$ cat config.mk
export PLATFORM = sky130hd
export DESIGN_NAME = eia_ctrl
export DESIGN_NICKNAME = d
export VERILOG_FILES = /design/src/eia_pkg.sv /design/src/eia_ctrl.sv
export SDC_FILE = /design/constraint.sdc
export NUM_CORES = 1
export LEC_CHECK = 0
export BUFFER_PORTS_ARGS = -buffer_cell sky130_fd_sc_hd__buf_2
export CAP_MARGIN = 10
export CORE_AREA = 2 2 39 41
export CTS_CLUSTER_SIZE = 30
export DETAILED_ROUTE_END_ITERATION = 10
export DIE_AREA = 0 0 41 43
export PLACE_DENSITY_LB_ADDON = 0.3
export SETUP_SLACK_MARGIN = 0.05
export SLEW_MARGIN = 20
export SYNTH_ARGS = -nofsm -noshare
export SYNTH_HDL_FRONTEND = slang
export SYNTH_SLANG_ARGS = --single-unit
$ cat constraint.sdc
create_clock -name clk -period 1.8 [get_ports clk]
set_clock_uncertainty 0.1 [all_clocks]
set_input_delay 0.09 -clock clk [delete_from_list [all_inputs] [get_ports clk]]
set_output_delay 0.09 -clock clk [all_outputs]
set_load 0.01 [all_outputs]
$ cat src/eia_pkg.sv
// Shared types, codes and defaults for the entity ID allocator.
package eia_pkg;

  localparam int NUM_IDS_DEF       = 256;
  localparam int PENDING_DEPTH_DEF = 16;
  localparam int TAG_BITS_DEF      = 8;

  localparam logic [2:0] REQ_CREATE  = 3'd0;
  localparam logic [2:0] REQ_DELETE  = 3'd1;
  localparam logic [2:0] REQ_SET_TAG = 3'd2;
  localparam logic [2:0] REQ_QUERY   = 3'd3;
  localparam logic [2:0] REQ_COMMIT  = 3'd4;

  localparam logic [1:0] STATUS_OK           = 2'd0;
  localparam logic [1:0] STATUS_NO_FREE_ID   = 2'd1;
  localparam logic [1:0] STATUS_PENDING_FULL = 2'd2;

  typedef struct packed {
    logic [2:0] req_type;
    logic [7:0] entity_id;
    logic [7:0] tag_in;
  } in_t;

  typedef struct packed {
    logic [1:0] status;
    logic [7:0] id_out;
    logic       handle_valid;
    logic [7:0] tag_out;
    logic       is_alive;
    logic       removal_notice;
    logic       notice_target;
    logic       was_freed;
    logic       last;
  } out_t;

  typedef enum logic [3:0] {
    S_CLEAR,
    S_IDLE,
    S_NOFREE,
    S_ZERO,
    S_CR_RD,
    S_CR_WR,
    S_EN_RD,
    S_EN_OUT,
    S_P0_RD,
    S_P0_ENT,
    S_P0_WR,
    S_P1_RD,
    S_P1_OUT
  } state_t;

  typedef enum logic [2:0] {
    OK_NONE,
    OK_CREATE,
    OK_NOFREE,
    OK_ENTRY,
    OK_NOTICE0,
    OK_NOTICE1,
    OK_ZERO
  } out_kind_t;

  typedef struct packed {
    logic      clr_step;
    logic      latch;
    logic      pop;
    logic      ent_rd;
    logic      pend_rd;
    logic      pend_ent;
    logic      cidx_inc;
    logic      cidx_clr;
    logic      pend_clr;
    out_kind_t out_kind;
  } dp_cmd_t;

  typedef struct packed {
    logic clr_last;
    logic stack_empty;
    logic pend_empty;
    logic cidx_last;
  } dp_sts_t;

endpackage

$ cat src/eia_ctrl.sv
// Controller state machine that sequences every request through the datapath.
module eia_ctrl (
  input  logic             clk,
  input  logic             rst_n,
  input  logic             start,
  input  logic [2:0]       req_type,
  input  eia_pkg::dp_sts_t sts,
  output logic             busy,
  output eia_pkg::dp_cmd_t cmd
);

  eia_pkg::state_t state_r;
  eia_pkg::state_t state_nxt;

  always_ff @(posedge clk) begin
    if (!rst_n) begin
      state_r <= eia_pkg::S_CLEAR;
    end else begin
      state_r <= state_nxt;
    end
  end

  always_comb begin
    state_nxt    = state_r;
    cmd          = '0;
    cmd.out_kind = eia_pkg::OK_NONE;
    case (state_r)
      eia_pkg::S_CLEAR: begin
        cmd.clr_step = 1'b1;
        if (sts.clr_last) begin
          state_nxt = eia_pkg::S_IDLE;
        end
      end
      eia_pkg::S_IDLE: begin
        if (start) begin
          cmd.latch = 1'b1;
          if (req_type == eia_pkg::REQ_CREATE) begin
            state_nxt = sts.stack_empty ? eia_pkg::S_NOFREE : eia_pkg::S_CR_RD;
          end else if (req_type inside {eia_pkg::REQ_DELETE, eia_pkg::REQ_SET_TAG,
                                        eia_pkg::REQ_QUERY}) begin
            state_nxt = eia_pkg::S_EN_RD;
          end else if (req_type == eia_pkg::REQ_COMMIT) begin
            state_nxt = sts.pend_empty ? eia_pkg::S_ZERO : eia_pkg::S_P0_RD;
          end else begin
            state_nxt = eia_pkg::S_ZERO;
          end
        end
      end
      eia_pkg::S_NOFREE: begin
        cmd.out_kind = eia_pkg::OK_NOFREE;
        state_nxt    = eia_pkg::S_IDLE;
      end
      eia_pkg::S_ZERO: begin
        cmd.out_kind = eia_pkg::OK_ZERO;
        state_nxt    = eia_pkg::S_IDLE;
      end
      eia_pkg::S_CR_RD: begin
        cmd.pop   = 1'b1;
        state_nxt = eia_pkg::S_CR_WR;
      end
      eia_pkg::S_CR_WR: begin
        cmd.out_kind = eia_pkg::OK_CREATE;
        state_nxt    = eia_pkg::S_IDLE;
      end
      eia_pkg::S_EN_RD: begin
        cmd.ent_rd = 1'b1;
        state_nxt  = eia_pkg::S_EN_OUT;
      end
      eia_pkg::S_EN_OUT: begin
        cmd.out_kind = eia_pkg::OK_ENTRY;
        state_nxt    = eia_pkg::S_IDLE;
      end
      eia_pkg::S_P0_RD: begin
        cmd.pend_rd = 1'b1;
        state_nxt   = eia_pkg::S_P0_ENT;
      end
      eia_pkg::S_P0_ENT: begin
        cmd.pend_ent = 1'b1;
        state_nxt    = eia_pkg::S_P0_WR;
      end
      eia_pkg::S_P0_WR: begin
        cmd.out_kind = eia_pkg::OK_NOTICE0;
        if (sts.cidx_last) begin
          cmd.cidx_clr = 1'b1;
          state_nxt    = eia_pkg::S_P1_RD;
        end else begin
          cmd.cidx_inc = 1'b1;
          state_nxt    = eia_pkg::S_P0_RD;
        end
      end
      eia_pkg::S_P1_RD: begin
        cmd.pend_rd = 1'b1;
        state_nxt   = eia_pkg::S_P1_OUT;
      end
      eia_pkg::S_P1_OUT: begin
        cmd.out_kind = eia_pkg::OK_NOTICE1;
        if (sts.cidx_last) begin
          cmd.cidx_clr = 1'b1;
          cmd.pend_clr = 1'b1;
          state_nxt    = eia_pkg::S_IDLE;
        end else begin
          cmd.cidx_inc = 1'b1;
          state_nxt    = eia_pkg::S_P1_RD;
        end
      end
      default: begin
        state_nxt = eia_pkg::S_IDLE;
      end
    endcase
  end

  assign busy = (state_r != eia_pkg::S_IDLE);

  // An accepted request always leaves the idle state.
  a_accept_busy: assert property (@(posedge clk) disable iff (!rst_n)
    start && !busy |=> busy)
    else $error("accepted request did not make the block busy");

endmodule

; Word-level counts from Yosys, hierarchy flattened
; Cells that the tools add are included.
[op_classes]
n_eq_ne = 19
muxes = 23
n_reduce_logical = 5
[ops]
columns = op, count
row1 = case mux 4 bit (9 select lines), 1
row2 = 2-to-1 mux 4 bit, 7
row3 = == test 4 bit (second input constant), 5
row4 = case mux 3 bit (6 select lines), 1
row5 = == test 4 x 3 -> 1 bit (second input constant), 4
row6 = 2-to-1 mux 1 bit, 10
row7 = == test 4 x 2 -> 1 bit (second input constant), 2
row8 = == test 3 x 2 -> 1 bit (second input constant), 2
row9 = == test 4 x 1 -> 1 bit (second input constant), 1
row10 = logical NOT 4 bit, 1
row11 = 2-to-1 mux 2 bit, 2
row12 = != test 2 bit (second input constant), 2
row13 = != test 4 x 1 -> 1 bit (second input constant), 1
row14 = case mux 2 bit (2 select lines), 1
row15 = == test 3 x 1 -> 1 bit (second input constant), 1
row16 = == test 3 bit (second input constant), 1
row17 = logical NOT 3 bit, 1
row18 = 2-to-1 mux 3 bit, 1
row19 = nonzero test 3 bit, 1
row20 = AND reduction 2 bit, 1
row21 = OR reduction 2 bit, 1
[totals]
register_bits = 4
inputBits = 10
output_inout_bits = 13
word_cells = 48

; Logic depth before layout (Yosys ltp)
; Gate-level depths: netlist of the first run.
[logic_depth]
word_depth = 6
depth_mapped = 6
ltp_nobuf = 6

; Worst setup path after synthesis of the first run
; OpenSTA, ideal clock, no wires.
[synth_timing]
path_kind = reg-to-output
from = register state_r[2]
to = output cmd[5] (netlist name)
arrival_time_ns = 1.066
required_ns = 1.610
path_slack_ns = 0.544
stages_incl_launch_ff = 5
path_buffers = 1
cell_sequence = dfxtp_1 -> buf_4 -> nand2b_1 -> and2_1 -> nor3_1
[synth_rtl]
columns = item, line_no
row1 = start: declaration, eia_ctrl.sv:12  ; eia_pkg::state_t state_r;
row2 = start signal: assignment, eia_ctrl.sv:17  ; state_r <= eia_pkg::S_CLEAR;
row3 = start signal: assignment, eia_ctrl.sv:19  ; state_r <= state_nxt;
row4 = end: declaration, eia_ctrl.sv:9  ; output eia_pkg::dp_cmd_t cmd

==> results of run 1 <==
## cell usage in the layout, fill, tap and decap left out, drive strengths merged
cell	netlist	final
a2111oi	1	1
a211oi	1	1
a21oi	3	3
a22oi	1	1
a31oi	2	2
and2	3	3
and3	3	3
and3b	1	1
buf	4	26
clkbuf	0	3
dfxtp	4	4
inv	3	3
mux2	1	1
mux2i	1	1
nand2	4	4
nand2b	4	4
nand3b	2	2
nand4b	1	1
nand4bb	1	1
nor2	11	11
nor2b	3	3
nor3	2	2
nor3b	1	1
nor4b	1	1
o21a	1	1
o21ai	3	3
o21bai	1	1
o22ai	1	1
o31ai	1	1
or2	1	1
xor2	1	1
## worst max-delay path by stage
stage / from / end / slack, ps / cells after the start
CTS: state_r[2] / cmd[5] / 150 / 4
global placement: state_r[2] / state_r[1] / 290 / 6
global route: state_r[1] / cmd[7] / 150 / 4
finish: state_r[1] / cmd[7] / 260 / 4
detailed placement: state_r[2] / state_r[1] / 250 / 6
floorplan: state_r[2] / cmd[5] / 540 / 4
## metrics by stage
stage                     utilization  total power, mW  instances  hold slack (ps)  setup slack (ps)
after global placement          0.433            0.185        105              261               288
after floorplan                     -            0.150         67              128               544
after global routing            0.450            0.316        108             51.6               151
final                           0.450            0.296        108             15.1               258
after detailed placement        0.433            0.185        105              260               251
after CTS                       0.449            0.304        108             5.25               148
## critical path: cells and delay by family, from the launching register on
family	cells	cell delay, ps
XOR/XNOR	1	70
buffers and inverters	2	370
flip-flops	1	510
AND/OR/NAND/NOR	1	170
## layer usage
metal | vias up | share of wire | GRT usage | routed length, µm
met5 | - | 0 | 0 | 0
met4 | 0 | 0.0098 | 0.0800 | 12
met3 | 2 | 0.051 | 0.0314 | 62
met2 | 16 | 0.45 | 0.222 | 555
met1 | 238 | 0.48 | 0.219 | 591
li1 | 286 | - | - | -
## final cells by class
type,count,share of cell area
Tap cell,16,0.0321
Multi-Input combinational cell,56,0.558
Clock buffer,3,0.0361
Timing Repair Buffer,26,0.225
Inverter,3,0.0181
Sequential cell,4,0.131
## power breakdown
group | switching (mW) | internal (mW)
Sequential | 0.00700 | 0.0924
Clock | 0.0370 | 0.0746
Combinational | 0.0434 | 0.0417
## repair_timing
action,CTS,global route
gates resized for setup,0,1
hold buffers,0,0
endpoints found under the setup margin,0,1
## kinds of logic after synthesis
logic type / Yosys count / share of synthesized area
AND/OR/NAND/NOR: 38 / 0.469
buffers and inverters: 7 / 0.0732
XOR/XNOR: 1 / 0.0190
AO/OA/AOI/OAI: 15 / 0.220
multiplexers: 2 / 0.0461
flip-flops: 4 / 0.173
==> flow_metrics.env, run 1 <==
export IMPL_status="finished clean"
export IMPL_grt_max_degree=17
export IMPL_antenna_left=0
export IMPL_drt_pass1_iterations=4
export IMPL_cp_start_kind="register"
export IMPL_viasPerCell=5.02
export IMPL_cts_setup_buffers=0
export IMPL_fin_crit_sh=0.857
export IMPL_fillers=152
export IMPL_cts_root_buf="clkbuf_4"
export IMPL_min_period_ps=1540
export IMPL_clockBufferDepth=2
export IMPL_drcViolationCount=0
export IMPL_multi_input_area_um2=348
export IMPL_drtIter0Drc=15
export IMPL_grt_usage=0.158
export IMPL_clock_sinks=4
export IMPL_critPathSlowestCell="dfxtp_1"
export IMPL_synth_area_um2=462
export IMPL_tritoncts="done"
export IMPL_fp_row_count=14
export IMPL_grt_pass1_vias=487
export IMPL_die_x_um=41
export IMPL_mappedNetlistNets=77
export IMPL_slew_headroom=0.684
export IMPL_worst_r2r_cell_count=6
export IMPL_yosys_top_cells_count="nor2_1 (11), dfxtp_1 (4), nand2_1 (4), nand2b_1 (4)"
export IMPL_synth_area_top_cells="dfxtp_1 (17%), nor2_1 (8.9%), nand2b_1 (5.4%)"
export IMPL_worstPathCellList="buf_4 -> xor2_1 -> nor3b_1 -> buf_2"
export IMPL_cp_required_ps=1610
export IMPL_synthToLayoutAreaGrowth_pct=35.0
export IMPL_worstPathArrival_ps=1350
export IMPL_io_pins=23
export IMPL_slowest_delay_ps=510
export IMPL_clk_latency_ps=240
export IMPL_ys_ff_latch=4
export IMPL_peakVddDrop_v=0.000316
export IMPL_portBuffers=22
export IMPL_dpl_hpwl_um=947
export IMPL_yosys_area_top_type="dfxtp_1"
export IMPL_initial_core_util=0.334
export IMPL_num_vias=542
export IMPL_min_from="rst_n"
export IMPL_rsz0062_at_grt="false"
export IMPL_synthArstFlopShare=0
export IMPL_drive_gt1_frac=0.370
export IMPL_worst_pin_slew_ps=467
export IMPL_power_density_nw_per_um2=475
export IMPL_overflow=0
export IMPL_p_leak_nw=0.299
export IMPL_min_path_cells=3
export IMPL_clk_pin_slew_ps=40
export IMPL_netlist_area_leader_share=0.173
export IMPL_wire_per_inst_um=11.3
export IMPL_critPathCaptureType="primary output"
export IMPL_max_freq_mhz=648
export IMPL_hold_viol=0
export IMPL_setup_viol=0
export IMPL_syn_inst=67
export IMPL_fin_area_um2=623
export IMPL_grt_pass1_wl_um=1910
export IMPL_fp_dieH_um=43
export IMPL_ff_latch_area_um2=81.3
export IMPL_dpl_cell_area_um2=599
export IMPL_cp_max_fo=11
export IMPL_nNetsFinal=104
export IMPL_die_area_um2=1760
export IMPL_seq_area_frac_synth=0.173
export IMPL_numCtsBuffers=3
export IMPL_synth_edf_count=0
export IMPL_core_um2=1380
export IMPL_report_final_slew_viol_count=0
export IMPL_rr_endpoint="state_r[1]"
export IMPL_synth_warnings=0
export IMPL_path_class="reg2out"
export IMPL_timing_rr_start="state_r[1]"
export IMPL_ys_flop_type="dfxtp_1"
export IMPL_cap_violations=0
export IMPL_yosysUniqueCellTypes=34
export IMPL_ff2ff_setup_slack_ps=330
export IMPL_n_antenna_cell=0
export IMPL_largest_register_ff_count=4
export IMPL_hold_end="state_r[0]"
export IMPL_holdCritPathClass="in2reg"
export IMPL_avgSynthCellArea_um2=6.89
export IMPL_gp_congestion=0.787
export IMPL_yosysMostFrequentCell="nor2_1"
export IMPL_largest_register="state_r"
export IMPL_fin_tns_setup_ps=0
export IMPL_totalWireLength_um=1220
export IMPL_antenna_found_initial=0
export IMPL_htree_levels=1
export IMPL_largestRegisters="state_r (4)"
No activity file was read; power rests on OpenSTA's default activity.
==> run 2, diff against run 1 <==
==> constraint.sdc (replaced) <==
create_clock -name clk -period 1.6 [get_ports clk]
set_clock_uncertainty 0.1 [all_clocks]
set_input_delay 0.08 -clock clk [delete_from_list [all_inputs] [get_ports clk]]
set_output_delay 0.08 -clock clk [all_outputs]
set_load 0.01 [all_outputs]
==> run 2 against run 1 <==
  * Setup slack worse by 88 ps
  * Routed wire length is 2.0% lower
  * Highest routed layer is now met3
  * Sequential power is 9% higher
  * Sequential share of layout area is 0.37 points higher
  * Worst hold slack better by 2.3 ps
  * Critical endpoint is now busy
==> flow_metrics.env, run 2 (synthesis gave the netlist of run 1 again) <==
export IMPL_clock_sinks=4
export IMPL_core_um2=1380
export IMPL_viasPerCell=5.23
export IMPL_cp_required_ps=1420
export IMPL_rsz0062_at_grt="false"
export IMPL_utilization=0.465
export IMPL_totalWireLength_um=1200
export IMPL_cts_hold_buf=0
export IMPL_pwr_share_comb=0.309
export IMPL_min_period_ps=1430
export IMPL_die_x_um=41
export IMPL_grt_usage=0.154
export IMPL_critPathCaptureType="primary output"
export IMPL_cp_start_kind="register"
export IMPL_n_antenna_cell=0
export IMPL_drcViolationCount=0
export IMPL_clockBufferDepth=2
export IMPL_overflow=0
export IMPL_nNetsFinal=106
export IMPL_power_density_nw_per_um2=505
export IMPL_worstPathArrival_ps=1250
export IMPL_worst_pin_slew_ps=373
export IMPL_tritoncts="done"
export IMPL_pwr_share_seq=0.333
export IMPL_htree_levels=1
export IMPL_portBuffers=22
export IMPL_gp_congestion=0.819
export IMPL_peakVddDrop_v=0.000367
export IMPL_holdCritPathClass="in2reg"
export IMPL_setup_viol=0
export IMPL_drive_gt1_frac=0.404
export IMPL_p_clk_frac=0.359
export IMPL_grt_max_degree=12
export IMPL_wire_per_inst_um=10.9
export IMPL_largest_register_ff_count=4
export IMPL_slew_headroom=0.748
export IMPL_p_sw_frac=0.279
export IMPL_die_area_um2=1760
export IMPL_dpl_hpwl_um=935
export IMPL_grt_pass1_wl_um=1890
export IMPL_num_vias=575
export IMPL_fin_crit_sh=0.894
export IMPL_antenna_found_initial=0
export IMPL_cell_internal_pwr_mw=0.234
export IMPL_switchingPower_mw=0.0907
export IMPL_cts_root_buf="clkbuf_4"
export IMPL_layout_common_cells="buf_2 (22), nor2_1 (11), buf_4 (6), nand2b_1 (4), nand2_1 (4)"
export IMPL_synthToLayoutAreaGrowth_pct=39.3
export IMPL_p_leak_nw=0.311
export IMPL_hold_viol=0
export IMPL_max_freq_mhz=699
export IMPL_fp_dieH_um=43
export IMPL_layout_commonest_cell="buf_2"
export IMPL_cp_max_fo=6
export IMPL_clk_latency_ps=230
export IMPL_largest_register="state_r"
export IMPL_drtIter0Drc=11
export IMPL_largestRegisters="state_r (4)"
export IMPL_initial_core_util=0.334
export IMPL_fp_row_count=14
export IMPL_io_pins=23
export IMPL_cap_violations=0
export IMPL_status="finished clean"
export IMPL_drt_pass1_iterations=4
export IMPL_clk_pin_slew_ps=40
export IMPL_report_final_slew_viol_count=0
export IMPL_fin_tns_setup_ps=0
export IMPL_numCtsBuffers=3
export IMPL_grt_pass1_vias=454
export IMPL_path_class="reg2out"
export IMPL_antenna_left=0
[run 2: cell types whose count changed in the layout (fill, tap and decap cells not counted)]
cell,change
dfxtp_4,+1
dfxtp_1,-2
buf_4,+2
dfxtp_2,+1
[run 2: routing by layer]
metal	up-vias	wire length (µm)	GRT usage
met5	-	0	0
met4	0	0	0.0600
met3	0	66	0.0314
met2	18	540	0.197
met1	262	591	0.242
li1	295	-	-
[run 2: worst paths after layout]
check                           slack (ps)          to  depth (start not counted)  startpoint
worst max-delay path                   170        busy                          4  state_r[0]
worst min-delay path                    20  state_r[0]                          3       rst_n
worst max register to register         210  state_r[0]                          6  state_r[0]
worst min register to register         440  state_r[2]                          2  state_r[2]
[run 2: power groups by stage]
stage | sequential (mW) | combinational (mW) | clock, mW
global placement | 0.112 | 0.0968 | 0
detailed placement | 0.112 | 0.0975 | 0
global route | 0.108 | 0.111 | 0.125
finish | 0.108 | 0.100 | 0.117
CTS | 0.110 | 0.0983 | 0.123
floorplan | 0.108 | 0.0609 | 0
[run 2: final cells by class]
class                      instances  area, µm²
clock buffer                       3       22.5
sequential                         4       86.3
timing repair buffer              28        155
fill                             152        741
multi-input combinational         56        348
tap                               16       20.0
inverter                           3       11.3
[run 2: worst max-delay path, cell delays in order, from the launching register on]
cell and delay, ps:
dfxtp_1 410, nor2b_2 260, and2_1 190, inv_2 40, buf_2 130
[run 2: per-stage QoR]
stage | cell area (µm²) | hold slack [ps] | power, mW | worst slack [ps] | cells
3_3_place_gp | 607 | 251 | 0.208 | 218 | 106
2_1_floorplan | 462 | 114 | 0.169 | 354 | 67
6_report | 643 | 17.4 | 0.325 | 170 | 110
5_1_grt | 643 | 49.4 | 0.345 | 70.3 | 110
3_5_place_dp | 607 | 255 | 0.209 | 168 | 106
4_1_cts | 631 | 11.4 | 0.332 | 64.5 | 109
[run 2: timing repair]
item	in CTS	in global routing
resized for setup	1	3
buffers inserted	0	1
cloned	0	0
endpoints found under the setup margin	2	3
==> run 3, diff against run 2 <==
--- a/config.mk
+++ b/config.mk
@@ -7,10 +7,10 @@
 export LEC_CHECK = 0
 export BUFFER_PORTS_ARGS = -buffer_cell sky130_fd_sc_hd__buf_2
 export CAP_MARGIN = 10
-export CORE_AREA = 2 2 39 41
+export CORE_AREA = 3 3 40 42
 export CTS_CLUSTER_SIZE = 30
 export DETAILED_ROUTE_END_ITERATION = 10
-export DIE_AREA = 0 0 41 43
+export DIE_AREA = 0 0 43 45
 export PLACE_DENSITY_LB_ADDON = 0.3
 export SETUP_SLACK_MARGIN = 0.05
 export SLEW_MARGIN = 20
==> run 3 against run 2 <==
  * Final cell count rose by 4.5%
  * Core utilization grew 8.5 points
  * Non-clock buffer count grew 6
  * Sequential share of layout area is 1.0 points lower
  * Setup slack got worse by 88 ps
  * Register-to-register slack worse by 80 ps
  * Critical path type unchanged
  * Largest power group unchanged
  * Highest routed layer is now met4
==> flow_metrics.env, run 3 (synthesis gave the netlist of run 1 again) <==
export IMPL_nNetsFinal=112
export IMPL_rsz0062_at_grt="true"
export IMPL_grt_usage=0.140
export IMPL_dpl_hpwl_um=982
export IMPL_io_pins=23
export IMPL_met1_usage=0.176
export IMPL_min_path_cells=3
export IMPL_grt_pass1_vias=529
export IMPL_dpl_cell_area_um2=613
export IMPL_cp_max_fo=6
export IMPL_gr_max_usage_layer="met2"
export IMPL_largest_register_ff_count=4
export IMPL_totalWireLength_um=1410
export IMPL_utilization=0.550
export IMPL_multi_input_area_um2=360
export IMPL_drtIter0Drc=19
export IMPL_clockBufferDepth=2
export IMPL_fillers=123
export IMPL_layout_commonest_cell="buf_2"
export IMPL_min_period_ps=1520
export IMPL_holdCritPathClass="in2reg"
export IMPL_viasPerCell=5.39
export IMPL_slew_headroom=0.734
export IMPL_peakVddDrop_v=0.000398
export IMPL_cap_violations=0
export IMPL_critPathCaptureType="primary output"
export IMPL_drive_gt1_frac=0.460
export IMPL_core_um2=1280
export IMPL_wire_per_inst_um=12.3
export IMPL_drt_pass1_iterations=4
export IMPL_status="finished clean"
export IMPL_n_antenna_cell=0
export IMPL_total_power_mw=0.365
export IMPL_met2_usage=0.234
export IMPL_drcViolationCount=0
export IMPL_tritoncts="done"
export IMPL_fin_crit_sh=0.949
export IMPL_portBuffers=22
export IMPL_largestRegisters="state_r (4)"
export IMPL_cp_required_ps=1420
export IMPL_clock_sinks=4
export IMPL_synthToLayoutAreaGrowth_pct=53.1
export IMPL_antenna_left=0
export IMPL_ff_latch_area_um2=87.6
export IMPL_grtUsageMet3=0.0518
export IMPL_power_density_nw_per_um2=517
export IMPL_overflow=0
export IMPL_worst_r2r_cell_count=7
export IMPL_numCtsBuffers=3
export IMPL_worst_pin_slew_ps=393
export IMPL_antenna_found_initial=0
export IMPL_path_class="reg2out"
export IMPL_die_x_um=43
export IMPL_initial_core_util=0.359
export IMPL_num_vias=620
export IMPL_hold_ws_ps=13.5
export IMPL_die_area_um2=1940
export IMPL_hold_viol=0
export IMPL_p_leak_nw=0.345
export IMPL_fin_tns_setup_ps=0
export IMPL_setup_viol=0
export IMPL_cp_start_kind="register"
export IMPL_htree_levels=1
export IMPL_layout_common_cells="buf_2 (22), nor2_1 (11), buf_4 (10), nand2_1 (4)"
export IMPL_fp_row_count=13
export IMPL_fp_dieH_um=45
export IMPL_clk_pin_slew_ps=50
export IMPL_clk_latency_ps=250
export IMPL_grt_max_degree=13
export IMPL_largest_register="state_r"
export IMPL_max_freq_mhz=659
export IMPL_worstPathArrival_ps=1340
export IMPL_gp_congestion=0.838
export IMPL_report_final_slew_viol_count=0
export IMPL_cts_root_buf="clkbuf_4"
export IMPL_fin_area_um2=707
export IMPL_grt_pass1_wl_um=2110
run 3: routing by layer:
metal	vias to the layer above	part of all wire
li1	305	-
met1	295	0.42
met2	18	0.51
met3	2	0.067
met4	0	0.0064
met5	-	0
run 3: per-stage QoR:
step,worst slack (ps),cells
6_report,81.8,115
5_1_grt,-21.6,115
4_1_cts,20.5,110
3_5_place_dp,91.3,106
3_3_place_gp,91.4,106
2_1_floorplan,354,67
run 3: worst max-delay path: stages, from the launching register on:
cell      delay, ps
dfxtp_4         360
buf_6           120
nand2b_4        150
or2_1           240
nor2_1           90
buf_2           130
run 3: final timing paths:
check / startpoint / end / slack [ps]
max reg2reg: state_r[0] / state_r[1] / 130
max: state_r[0] / cmd[4] / 80
min: req_type[2] / state_r[0] / 10
min reg2reg: state_r[2] / state_r[0] / 540
run 3: final cells by class:
| cell class | count | share of cell area |
|---|---|---|
| Multi-Input combinational cell | 56 | 0.510 |
| Tap cell | 15 | 0.0265 |
| Clock buffer | 3 | 0.0319 |
| Timing Repair Buffer | 34 | 0.292 |
| Inverter | 3 | 0.0159 |
| Sequential cell | 4 | 0.124 |
run 3: power breakdown:
group	leakage, nW	total (mW)	switching [mW]	internal, mW
registers	0.0346	0.112	0.00723	0.104
logic	0.297	0.120	0.0547	0.0655
clock network	0.0138	0.134	0.0494	0.0844
total	0.345	0.365	0.111	0.254
run 3: repair_timing:
item / CTS / global route
setup buffers: 0 / 5
gates resized for setup: 2 / 6
setup endpoints to repair: 4 / 12
hold buffers: 1 / 0
endpoints found under the hold margin: 1 / 0
pin swaps: 0 / 2
